**config.mk**
```make
export PLATFORM = sky130hd
export DESIGN_NAME = sponge_hash_byte_engine
export DESIGN_NICKNAME = d
export VERILOG_FILES = /design/src/hw/rtl/shbe_pkg.sv /design/src/hw/rtl/shbe_fifo.sv /design/src/hw/rtl/shbe_front.sv /design/src/hw/rtl/shbe_back.sv /design/src/hw/rtl/sponge_hash_byte_engine.sv
export SDC_FILE = /design/constraint.sdc
export NUM_CORES = 2
export LEC_CHECK = 0
export BUFFER_PORTS_ARGS = -buffer_cell sky130_fd_sc_hd__buf_2
export CORE_MARGIN = 3
export CORE_UTILIZATION = 31
export CTS_BUF_LIST = sky130_fd_sc_hd__clkbuf_4 sky130_fd_sc_hd__clkbuf_8
export DETAILED_ROUTE_END_ITERATION = 7
export PLACE_DENSITY = 0.49
export SETUP_SLACK_MARGIN = 0.5
export SLEW_MARGIN = 15
export SYNTH_ARGS = -nofsm -noshare
export SYNTH_HDL_FRONTEND = slang
export SYNTH_SLANG_ARGS = --single-unit
export TNS_END_PERCENT = 10
```
**constraint.sdc**
```tcl
create_clock -name clk -period 10.8 [get_ports clk]
set_input_delay 1.08 -clock clk [delete_from_list [all_inputs] [get_ports clk]]
set_output_delay 1.08 -clock clk [all_outputs]
set_load 0.05 [all_outputs]
```
**src/hw/rtl/shbe_pkg.sv**
```systemverilog
`default_nettype none

package shbe_pkg;

  localparam int NUM_LANES = 16;
  localparam int LANE_W    = 64;
  localparam int LANE_AW   = 4;
  localparam int POS_W     = 7;
  localparam int RND_W     = 6;
  localparam int AMT_W     = 6;

  localparam int DEF_ROUNDS     = 24;
  localparam int DEF_RATE_BYTES = 32;

  localparam int CQ_DEPTH = 4;
  localparam int OQ_DEPTH = 2;

  localparam logic [1:0] KIND_CLEAR   = 2'd0;
  localparam logic [1:0] KIND_ABSORB  = 2'd1;
  localparam logic [1:0] KIND_FINISH  = 2'd2;
  localparam logic [1:0] KIND_SQUEEZE = 2'd3;

  localparam logic [7:0] PAD_START = 8'h1F;
  localparam logic [7:0] PAD_END   = 8'h80;

  typedef struct packed {
    logic [1:0] kind;
    logic [7:0] data;
  } cmd_t;

  localparam int CMD_W = $bits(cmd_t);

  typedef struct packed {
    logic push;
    cmd_t cmd;
  } cq_wr_t;

  typedef struct packed {
    logic       push;
    logic [7:0] data;
  } oq_wr_t;

  function automatic logic [LANE_W-1:0] rotl(input logic [LANE_W-1:0] x,
                                             input logic [AMT_W-1:0]  amt);
    logic [2*LANE_W-1:0] t;
    t = {x, x} << amt;
    return t[2*LANE_W-1:LANE_W];
  endfunction

endpackage

`default_nettype wire

```
**src/hw/rtl/shbe_fifo.sv**
```systemverilog
`default_nettype none

// depth must be a power of two
module shbe_fifo #(
  parameter int W     = shbe_pkg::CMD_W,
  parameter int DEPTH = shbe_pkg::CQ_DEPTH
) (
  input  logic         clk,
  input  logic         rst_n,
  input  logic         wr_en,
  input  logic [W-1:0] wr_data,
  output logic         full,
  input  logic         rd_en,
  output logic [W-1:0] rd_data,
  output logic         empty
);

  localparam int AW = $clog2(DEPTH);

  logic [W-1:0]  mem_r [DEPTH];
  logic [AW-1:0] wp_r, wp_nxt;
  logic [AW-1:0] rp_r, rp_nxt;
  logic [AW:0]   cnt_r, cnt_nxt;
  logic          do_wr, do_rd;

  assign full    = (cnt_r == (AW+1)'(DEPTH));
  assign empty   = (cnt_r == '0);
  assign do_wr   = wr_en & ~full;
  assign do_rd   = rd_en & ~empty;
  assign rd_data = mem_r[rp_r];

  always_comb begin
    wp_nxt  = do_wr ? wp_r + AW'(1) : wp_r;
    rp_nxt  = do_rd ? rp_r + AW'(1) : rp_r;
    cnt_nxt = cnt_r + (AW+1)'(do_wr) - (AW+1)'(do_rd);
  end

  always_ff @(posedge clk) begin
    if (!rst_n) begin
      wp_r  <= '0;
      rp_r  <= '0;
      cnt_r <= '0;
    end else begin
      wp_r  <= wp_nxt;
      rp_r  <= rp_nxt;
      cnt_r <= cnt_nxt;
    end
  end

  always_ff @(posedge clk) begin
    if (do_wr) begin
      mem_r[wp_r] <= wr_data;
    end
  end

endmodule

`default_nettype wire

```
**src/hw/rtl/shbe_front.sv**
```systemverilog
`default_nettype none

module shbe_front (
  input  logic            clk,
  input  logic            rst_n,
  input  logic            push,
  output logic            full,
  input  logic [1:0]      in_kind,
  input  logic [7:0]      in_data_byte,
  input  logic            cq_full,
  output shbe_pkg::cq_wr_t cq_wr
);

  import shbe_pkg::*;

  logic sq_r, sq_nxt;
  logic accept;
  logic drop;

  assign full   = cq_full;
  assign accept = push & ~cq_full;
  // absorb and finish have no effect once squeezing
  assign drop   = sq_r & ((in_kind == KIND_ABSORB) || (in_kind == KIND_FINISH));

  always_comb begin
    cq_wr.push     = accept & ~drop;
    cq_wr.cmd.kind = in_kind;
    cq_wr.cmd.data = in_data_byte;
  end

  always_comb begin
    sq_nxt = sq_r;
    if (accept) begin
      unique case (in_kind)
        KIND_CLEAR:   sq_nxt = 1'b0;
        KIND_ABSORB:  sq_nxt = sq_r;
        KIND_FINISH:  sq_nxt = 1'b1;
        KIND_SQUEEZE: sq_nxt = sq_r;
      endcase
    end
  end

  always_ff @(posedge clk) begin
    if (!rst_n) begin
      sq_r <= 1'b0;
    end else begin
      sq_r <= sq_nxt;
    end
  end

endmodule

`default_nettype wire

```
**src/hw/rtl/shbe_back.sv**
```systemverilog
`default_nettype none

module shbe_back #(
  parameter int ROUNDS     = shbe_pkg::DEF_ROUNDS,
  parameter int RATE_BYTES = shbe_pkg::DEF_RATE_BYTES
) (
  input  logic             clk,
  input  logic             rst_n,
  input  shbe_pkg::cmd_t   cq_cmd,
  input  logic             cq_empty,
  output logic             cq_pop,
  input  logic             oq_full,
  output shbe_pkg::oq_wr_t oq_wr
);

  import shbe_pkg::*;

  localparam logic [2:0] ST_IDLE   = 3'd0;
  localparam logic [2:0] ST_RMW    = 3'd1;
  localparam logic [2:0] ST_PAD_RD = 3'd2;
  localparam logic [2:0] ST_PAD_WR = 3'd3;
  localparam logic [2:0] ST_SQZ    = 3'd4;
  localparam logic [2:0] ST_P_RD   = 3'd5;
  localparam logic [2:0] ST_P_MIX  = 3'd6;
  localparam logic [2:0] ST_P_WR   = 3'd7;

  localparam logic [POS_W-1:0]   RATE_POS  = POS_W'(RATE_BYTES);
  localparam logic [POS_W-1:0]   LAST_POS  = POS_W'(RATE_BYTES - 1);
  localparam logic [LANE_AW-1:0] LAST_LANE = {1'b0, LAST_POS[5:3]};
  localparam logic [AMT_W-1:0]   LAST_SH   = {LAST_POS[2:0], 3'b000};
  localparam logic [RND_W-1:0]   LAST_RND  = RND_W'(ROUNDS - 1);
  localparam logic [LANE_AW-1:0] LAST_UPD  = LANE_AW'(NUM_LANES - 1);

  logic [2:0]         state_r, state_nxt;
  logic [POS_W-1:0]   pos_r, pos_nxt;
  logic [RND_W-1:0]   rnd_r, rnd_nxt;
  logic [LANE_AW-1:0] upd_r, upd_nxt;
  logic [LANE_W-1:0]  mix_r, mix_nxt;

  logic [LANE_W-1:0]  lane_mem [NUM_LANES];
  logic [NUM_LANES-1:0] lane_vld_r;
  logic [LANE_W-1:0]  rda_r, rdb_r;
  logic               rda_vld_r, rdb_vld_r;

  logic [LANE_AW-1:0] rd_a_addr, rd_b_addr, wr_addr;
  logic               wr_en, clr_all;
  logic [LANE_W-1:0]  wr_data;

  logic [LANE_W-1:0]  a_val, b_val;
  logic [LANE_AW-1:0] pos_lane, pa, pb, dst;
  logic [AMT_W-1:0]   pos_sh, amt_a, amt_b;

  // a lane not written since the last clear reads as zero
  assign a_val    = rda_vld_r ? rda_r : '0;
  assign b_val    = rdb_vld_r ? rdb_r : '0;
  assign pos_lane = {1'b0, pos_r[5:3]};
  assign pos_sh   = {pos_r[2:0], 3'b000};
  assign pa       = rnd_r[LANE_AW-1:0] + upd_r;
  assign pb       = pa + LANE_AW'(1);
  assign dst      = LAST_UPD - upd_r;
  assign amt_a    = rnd_r + AMT_W'(upd_r[3:1]) + AMT_W'(1);
  assign amt_b    = rnd_r + AMT_W'({upd_r, 1'b0}) + AMT_W'(1);

  always_comb begin
    state_nxt  = state_r;
    pos_nxt    = pos_r;
    rnd_nxt    = rnd_r;
    upd_nxt    = upd_r;
    mix_nxt    = mix_r;
    cq_pop     = 1'b0;
    oq_wr.push = 1'b0;
    oq_wr.data = 8'(a_val >> pos_sh);
    rd_a_addr  = pos_lane;
    rd_b_addr  = pb;
    wr_en      = 1'b0;
    wr_addr    = pos_lane;
    wr_data    = a_val ^ (LANE_W'(cq_cmd.data) << pos_sh);
    clr_all    = 1'b0;

    unique case (state_r)
      ST_IDLE: begin
        if (!cq_empty) begin
          // a full rate is permuted lazily, ahead of the next command that needs it
          priority if (cq_cmd.kind == KIND_CLEAR) begin
            clr_all = 1'b1;
            pos_nxt = '0;
            cq_pop  = 1'b1;
          end else if (pos_r >= RATE_POS) begin
            rnd_nxt   = '0;
            upd_nxt   = '0;
            state_nxt = ST_P_RD;
          end else if (cq_cmd.kind == KIND_SQUEEZE) begin
            if (!oq_full) begin
              state_nxt = ST_SQZ;
            end
          end else begin
            state_nxt = ST_RMW;
          end
        end
      end
      ST_RMW: begin
        wr_en = 1'b1;
        if (cq_cmd.kind == KIND_ABSORB) begin
          pos_nxt   = pos_r + POS_W'(1);
          cq_pop    = 1'b1;
          state_nxt = ST_IDLE;
        end else begin
          wr_data   = a_val ^ (LANE_W'(PAD_START) << pos_sh);
          state_nxt = ST_PAD_RD;
        end
      end
      ST_PAD_RD: begin
        rd_a_addr = LAST_LANE;
        state_nxt = ST_PAD_WR;
      end
      ST_PAD_WR: begin
        wr_en     = 1'b1;
        wr_addr   = LAST_LANE;
        wr_data   = a_val ^ (LANE_W'(PAD_END) << LAST_SH);
        pos_nxt   = RATE_POS;
        cq_pop    = 1'b1;
        state_nxt = ST_IDLE;
      end
      ST_SQZ: begin
        oq_wr.push = 1'b1;
        pos_nxt    = pos_r + POS_W'(1);
        cq_pop     = 1'b1;
        state_nxt  = ST_IDLE;
      end
      ST_P_RD: begin
        rd_a_addr = pa;
        rd_b_addr = pb;
        state_nxt = ST_P_MIX;
      end
      ST_P_MIX: begin
        mix_nxt   = rotl(a_val, amt_a) ^ rotl(b_val, amt_b) ^ LANE_W'(1);
        rd_a_addr = dst;
        state_nxt = ST_P_WR;
      end
      ST_P_WR: begin
        wr_en     = 1'b1;
        wr_addr   = dst;
        wr_data   = a_val ^ mix_r;
        upd_nxt   = upd_r + LANE_AW'(1);
        state_nxt = ST_P_RD;
        if (upd_r == LAST_UPD) begin
          if (rnd_r == LAST_RND) begin
            pos_nxt   = '0;
            state_nxt = ST_IDLE;
          end else begin
            rnd_nxt = rnd_r + RND_W'(1);
          end
        end
      end
    endcase
  end

  always_ff @(posedge clk) begin
    if (!rst_n) begin
      state_r <= ST_IDLE;
      pos_r   <= '0;
      rnd_r   <= '0;
      upd_r   <= '0;
    end else begin
      state_r <= state_nxt;
      pos_r   <= pos_nxt;
      rnd_r   <= rnd_nxt;
      upd_r   <= upd_nxt;
    end
  end

  always_ff @(posedge clk) begin
    mix_r <= mix_nxt;
  end

  always_ff @(posedge clk) begin
    if (wr_en) begin
      lane_mem[wr_addr] <= wr_data;
    end
    rda_r     <= lane_mem[rd_a_addr];
    rdb_r     <= lane_mem[rd_b_addr];
    rda_vld_r <= lane_vld_r[rd_a_addr];
    rdb_vld_r <= lane_vld_r[rd_b_addr];
  end

  always_ff @(posedge clk) begin
    if (!rst_n) begin
      lane_vld_r <= '0;
    end else if (clr_all) begin
      lane_vld_r <= '0;
    end else if (wr_en) begin
      lane_vld_r[wr_addr] <= 1'b1;
    end
  end

endmodule

`default_nettype wire

```
**src/hw/rtl/sponge_hash_byte_engine.sv**
```systemverilog
// Byte-serial sponge hash over sixteen 64-bit lanes, queue-style on both sides:
// commands go in with push/full, squeezed bytes come out with empty/pop. A front
// stage tracks absorb/squeeze mode and discards absorb and finish commands while
// squeezing; the rest wait in a four-entry command queue for the back end, which
// keeps the lanes in a 16 x 64 memory with two registered read ports and one
// write port. Once the rate is used up the next absorb, finish or squeeze
// first runs the permutation: each lane update is a read, mix and write on the
// lane memory, done for every lane in each round. Results queue in a two-entry
// output queue, so a squeeze stalls only when both entries are waiting.
`default_nettype none

module sponge_hash_byte_engine #(
  parameter int ROUNDS     = shbe_pkg::DEF_ROUNDS,
  parameter int RATE_BYTES = shbe_pkg::DEF_RATE_BYTES
) (
  input  logic       clk,
  input  logic       rst_n,
  input  logic       push,
  output logic       full,
  input  logic [1:0] in_kind,
  input  logic [7:0] in_data_byte,
  output logic       empty,
  input  logic       pop,
  output logic [7:0] out_byte
);

  import shbe_pkg::*;

  cq_wr_t           cq_wr;
  logic [CMD_W-1:0] cq_rd_data;
  cmd_t             cq_cmd;
  logic             cq_full, cq_empty, cq_pop;
  oq_wr_t           oq_wr;
  logic             oq_full;

  assign cq_cmd = cmd_t'(cq_rd_data);

  shbe_front u_front (
    .clk          (clk),
    .rst_n        (rst_n),
    .push         (push),
    .full         (full),
    .in_kind      (in_kind),
    .in_data_byte (in_data_byte),
    .cq_full      (cq_full),
    .cq_wr        (cq_wr)
  );

  shbe_fifo #(
    .W     (CMD_W),
    .DEPTH (CQ_DEPTH)
  ) u_cmd_q (
    .clk     (clk),
    .rst_n   (rst_n),
    .wr_en   (cq_wr.push),
    .wr_data (cq_wr.cmd),
    .full    (cq_full),
    .rd_en   (cq_pop),
    .rd_data (cq_rd_data),
    .empty   (cq_empty)
  );

  shbe_back #(
    .ROUNDS     (ROUNDS),
    .RATE_BYTES (RATE_BYTES)
  ) u_back (
    .clk      (clk),
    .rst_n    (rst_n),
    .cq_cmd   (cq_cmd),
    .cq_empty (cq_empty),
    .cq_pop   (cq_pop),
    .oq_full  (oq_full),
    .oq_wr    (oq_wr)
  );

  shbe_fifo #(
    .W     (8),
    .DEPTH (OQ_DEPTH)
  ) u_out_q (
    .clk     (clk),
    .rst_n   (rst_n),
    .wr_en   (oq_wr.push),
    .wr_data (oq_wr.data),
    .full    (oq_full),
    .rd_en   (pop),
    .rd_data (out_byte),
    .empty   (empty)
  );

`ifndef SYNTHESIS
  a_oq_no_overrun: assert property (@(posedge clk) disable iff (!rst_n)
    oq_wr.push |-> !oq_full)
    else $error("squeeze result written to a full output queue");

  a_cq_pop_nonempty: assert property (@(posedge clk) disable iff (!rst_n)
    cq_pop |-> !cq_empty)
    else $error("back end consumed from an empty command queue");

  a_reset_empty: assert property (@(posedge clk)
    !rst_n |=> (empty && !full))
    else $error("queues not cleared by reset");
`endif

endmodule

`default_nettype wire

```
# Word-level counts from Yosys, hierarchy flattened
# Memories as Yosys holds them, arrays and structs flattened. A register that Yosys moved wholly into a read port is not among the register bits.
# Index checks and enable logic that the tools add are counted.
classes:
  n_addsub: 18
  order_cmp: 5
  n_eq_ne: 25
  shifts: 5
  mux: 55
  bitwise: 21
  n_reduce_logical: 18
op_table:
  columns: ["cell", "n"]
  rows:
  - ["<< shifter 128 x 6 -> 128 bit", 2]
  - ["XOR 64 bit", 4]
  - ["two-way mux 64 bit", 3]
  - ["one-hot mux 64 bit (3 select lines)", 1]
  - ["<< shifter 5 x 6 -> 64 bit (first input constant)", 1]
  - ["<< shifter 8 x 6 -> 64 bit", 1]
  - ["right shift 64 x 6 -> 8 bit", 1]
  - ["two-way mux 7 bit", 5]
  - ["one-hot mux 7 bit (5 select lines)", 1]
  - ["two-way mux 6 bit", 5]
  - ["two-way mux 3 bit", 7]
  - ["one-hot mux 3 bit (7 select lines)", 1]
  - ["adder 6 x 1 -> 6 bit (second input constant)", 3]
  - ["two-way mux 1 bit", 17]
  - ["OR 16 bit", 1]
  - ["one-hot mux 4 bit (2 select lines)", 2]
  - ["== test 3 bit (second input constant)", 5]
  - ["less-than comparator 4 x 5 -> 1 bit (second input constant)", 3]
  - ["two-way mux 4 bit", 3]
  - ["one-hot mux 4 bit (3 select lines)", 1]
  - ["one-hot mux 6 bit (2 select lines)", 1]
  - ["AND reduction 6 bit", 2]
  - ["!= test 2 x 1 -> 1 bit (second input constant)", 5]
  - ["inverter 1 bit", 9]
  - ["39 further kinds", 63]
totals:
  register_bits: 114
  ramBits: 1080
  in_bits: 14
  out_inout_bits: 10
  elab_cells: 165
  mem_count: 3
memory_table:
  columns: ["memory", "depth", "width", "rd", "rd_ports_with_merged_regs", "wr", "line_no", "text"]
  rows:
  - ["u_back.lane_mem", 16, 64, 2, 2, 1, "shbe_back.sv:40", "logic [LANE_W-1:0] lane_mem [NUM_LANES];"]
  - ["u_cmd_q.mem_r", 4, 10, 1, 1, 1, "shbe_fifo.sv:20", "logic [W-1:0] mem_r [DEPTH];"]
  - ["u_out_q.mem_r", 2, 8, 1, 1, 1, "shbe_fifo.sv:20", null]

# Longest topological paths before layout
depth:
  ltp_word: 8
  mapped_depth: 15
  ltp_nobuf: 12

# Cells and area by module
# Synthesis repeated with hierarchy kept, for this count alone.
hier_totals:
  cells_unflattened: 4713
  area_unflattened_um2: 71337.2
by_module_without_submodules:
  columns: ["module", "instances", "cells_each", "area_per_inst_um2", "seq_area_each_um2"]
  rows:
  - ["shbe_back", 1, 4535, 68391.8, 35994.5]
  - ["shbe_fifo (u_cmd_q)", 1, 103, 1930.6, 1381.3]
  - ["shbe_fifo (u_out_q)", 1, 52, 812.0, 580.6]
  - ["shbe_front", 1, 23, 202.7, 20.0]

# Worst setup path before layout
# Ideal clock, no wire load.
synth_path:
  kind: "flip-flop to flip-flop"
  startpoint: "reg u_back.state_r[2]"
  endpoint: "mem u_back.lane_mem[14][0], enable pin"
  setup_ns: 0.488
  arrival_time_ns: 4.247
  required_ns: 10.312
  path_slack_ns: 6.065
  stages_incl_launch_ff: 7
  n_path_buf: 2
  synth_period_minus_slack_ns: 4.735
  cell_sequence: "dfxtp_1 buf_1 and2_1 clkbuf_1 nand2_1 or3_1 nor2_1"
synth_between:
  elab_chain_cells: 5
  elab_cells_between_ends: 8
  cone_classes: "eq/ne: 3; mux: 4; reduce/logical: 1"
synth_lines:
  columns: ["element", "line_no", "text"]
  rows:
  - ["from (decl)", "shbe_back.sv:34", "logic [2:0] state_r, state_nxt;"]
  - ["from (signal assigned)", "shbe_back.sv:165", "state_r <= state_nxt;"]
  - ["== test 3 x 2 -> 1 bit, or another cell as far along", "shbe_back.sv:80", "unique case (state_r)"]
  - ["OR reduction 3 bit (no line)", null, null]
  - ["two-way mux 1 bit", "shbe_back.sv:80", null]
  - ["two-way mux 1 bit", "shbe_back.sv:177", "if (wr_en) begin"]
  - ["two-way mux 1 bit (implied by the code)", "shbe_back.sv:178", "lane_mem[wr_addr] <= wr_data;"]
  - ["to (decl)", "shbe_back.sv:40", null]
# Several ways; a longest one is shown, not always the timed one.

# Worst setup path after layout
layout_path:
  startpoint: "reg u_back.upd_r[0]"
  endpoint: "reg u_back.rdb_r[54], read port of u_back.lane_mem"
layout_between:
  elab_chain_cells: 2
layout_lines:
  columns: ["element", "line_no", "text"]
  rows:
  - ["from (decl)", "shbe_back.sv:37", "logic [LANE_AW-1:0] upd_r, upd_nxt;"]
  - ["from (signal assigned)", "shbe_back.sv:168", "upd_r <= upd_nxt;"]
  - ["adder 4 bit", "shbe_back.sv:58", "assign pa = rnd_r[LANE_AW-1:0] + upd_r;"]
  - ["adder 4 x 1 -> 4 bit", "shbe_back.sv:59", "assign pb = pa + LANE_AW'(1);"]
  - ["to (decl)", "shbe_back.sv:42", "logic [LANE_W-1:0] rda_r, rdb_r;"]
# Every way passes these cells.
# A chain may end at the register's enable or synchronous reset.

==> flow_summary.toml <==
[status]
status = "finished, final reports clean"

[timing]
timing.fmax_ghz = 0.1984
max_slew_margin = 0.2425
clock_skew_ps = 76.77
min_period_ps = 5040
tns_ps = 0
finalHoldViolations = 0
hold_slack_ps = 361.5
rsz0062_at_grt = "no"
worstMarginPinSlew_ps = 1130
finalMaxSlewViolations = 0
fin_crit_sh = 0.4667
setup_violations = 0

[final_layout]
area_growth_pct = 12.80
nets = 4402
stdcell_count = 7530
drive_gt1_frac = 0.3375

[placed_design]
place_inst = 7105
hpwl_um = 141700
numPortBuffers = 23
gp_congestion = 0.9395

[synth]
synthFlopType = "edfxtp_1"
synthArstFlopShare = 0
synthTopCellsByArea = "edfxtp_1, mux4_2, dfxtp_1"
synth_edf_count = 1144
ys_seq_area_frac = 0.5467
syn_nets = 4358
yosysTopAreaCell = "edfxtp_1"
synthDistinctLibCells = 52
syn_inst = 4310
netlist.area_leader.share = 0.4945
yosys_warnings = 0
synth_seq_cells = 1325
netlist_area_mm2 = 0.06947
synth.avg_cell_area_um2 = 16.12

[floorplan]
die_h_um = 479.4
design.core.area_mm2 = 0.2225
dieWidth_um = 479.4
start_util = 0.3122
die_area_mm2 = 0.2298
rows = 173
io-pin-count = 24

[drt]
initialDrtViolationCount = 4454
wl_per_cell_um = 30.30
dr.pass1.iters = 8
routed_wl_um = 228100
drc = 0
routed_via_density = 5.697
dr_total_vias = 42900
ant_nets = 0

[clock_tree]
clock_path_buffers = 3
cts_resized = 0
cts_buffers = 220
clk_latency_ps = 980
clkTransAtPathRegs_ps = 60
clock-sinks = 1325
postCtsSetupBuffers = 0
cts_root_buf = "clkbuf_8"
cts_tree = "done"
holdBufCountCts = 0
htreeDepth = 4

[setup_path]
crit_type = "flop to flop"
arrival_ps = 5820
cp_slowest_cell = "buf_4"
cp_num_buf_inv = 2
endpoint_kind = "flop"
cp_cell_sequence = "ha_4, fa_1, ha_4, buf_4, buf_4, mux4_2, mux4_2"
start_kind = "flop"
worst-endpoint-required_ps = 11580
slowest_delay_ps = 850
crit_family = "buffers and inverters"
crit_fanout = 58

[global_route]
grt_use_total = 0.1958
grt_max_degree = 124
use_met1 = 0.2706
first_global_vias = 42670
use_met2 = 0.3159
grt_antenna_before_repair = 6
grt_pass1_wl_um = 324500
busiest_layer = "met2"
overflow = 0
grtUsageMet3 = 0.03306

[power]
ir_drop_uv = 223.6
pwr_density_cell_mw_per_mm2 = 213.5
finalPower_w = 0.01673
power_leakage_nw = 25.18

[job]
drv_cap = 0

[hold_path]
hold_path_class = "primary input to flop"
## routing by layer
layer,vias to the layer above,wire [um]
met3,308,13900
met2,1682,109300
met5,-,242
li1,17820,-
met4,2,6507
met1,23090,98180
## cells in the final DEF, fill, tap and decap left out, drive strengths merged, types with 26 or more instances in the layout
cell	count
edfxtp	1144
mux4	778
nand2	351
clkbuf	336
mux2i	287
nor2	185
dfxtp	181
o22ai	160
buf	156
mux2	138
a21oi	129
xnor2	129
nor3	105
clkinv	64
o21ai	57
xor2	43
a31oi	35
ha	30
inv	30
o221ai	29
nand2b	26
## worst register-to-register path, cell delays in order, from the launching register on
cell	delay [ps]
dfxtp_1	630
ha_4	220
fa_1	480
ha_4	750
buf_4	850
buf_4	890
mux4_2	540
mux4_2	480
## where the power goes
group	internal (W)	total [W]	switching, W
combinational	0.00208	0.00502	0.00294
sequential	0.00640	0.00696	0.000561
clock	0.00262	0.00474	0.00212
## registers in the layout, summed over array words and instances (netlist names), 2 cells and up, named ones only
| signal | cells |
|---|---|
| u_back.rnd_r | 6 |
| u_cmd_q.rp_r | 2 |
| u_cmd_q.cnt_r | 3 |
| u_back.lane_vld_r | 16 |
| u_cmd_q.wp_r | 2 |
| u_back.rda_r | 64 |
| u_back.state_r | 3 |
| u_out_q.cnt_r | 2 |
| u_cmd_q.mem_r | 40 |
| u_back.mix_r | 64 |
| u_back.pos_r | 7 |
| u_back.rdb_r | 64 |
| u_back.upd_r | 4 |
| u_back.lane_mem | 1024 |
| u_out_q.mem_r | 16 |
## final timing paths
kind / startpoint / end / slack (ps) / depth (start not counted)
worst max-delay path: u_back.upd_r[0] / u_back.rdb_r[54] / 5760 / 7
worst min-delay path: in_data_byte[1] / u_cmd_q.mem_r[1][1] / 360 / 1
worst max register to register: u_back.upd_r[0] / u_back.rdb_r[54] / 5760 / 7
worst min register to register: u_back.lane_vld_r[12] / u_back.lane_vld_r[12] / 490 / 1
## through the flow
step / area [um^2] / setup WS [ps] / util
floorplan: 69470 / 6065 / -
global placement: 73460 / 5759 / 0.3301
detailed placement: 73490 / 5749 / 0.3303
CTS: 78250 / 5710 / 0.3517
global route: 78350 / 5522 / 0.3521
finish: 78360 / 5760 / 0.3521
## cells by family after synthesis
| kind of cell | after synthesis | synth area share |
|---|---|---|
| AO/OA/AOI/OAI | 458 | 0.04007 |
| AND/OR/NAND/NOR | 757 | 0.04724 |
| adder cells (fa/ha/maj) | 34 | 0.006556 |
| flip-flops | 1325 | 0.5467 |
| buffers and inverters | 361 | 0.02127 |
| XOR/XNOR | 172 | 0.02217 |
| multiplexers | 1203 | 0.3160 |
## cells in the mapped netlist (all sizes together), types with 3 or more instances
cell    instances
nor3          105
buf           134
a21boi         10
xor2           43
nand2b         26
nor2          185
o21a           18
and2           20
dfxtp         181
a22oi           3
mux2i         287
xnor2         129
or3             5
nand2         351
ha             30
clkbuf        202
o22ai         160
a22o            3
a31oi          35
a21oi         129
inv            23
and3           13
mux4          778
nand3          12
o221ai         29
mux2          138
nand4           6
a21o            4
o21ai          57
or4            23
edfxtp       1144
fa              4
nor2b           8
## layout make-up
class	count	area (um^2)
Clock buffer	334	4084
Tap cell	2975	3722
Inverter	25	93.84
Clock inverter	82	678.2
Multi-Input combinational cell	2624	30560
Antenna cell	7	17.52
Timing Repair Buffer	158	1216
Fill cell	21260	144200
Sequential cell	1325	37990
Power figures use the tool's default switching activity.
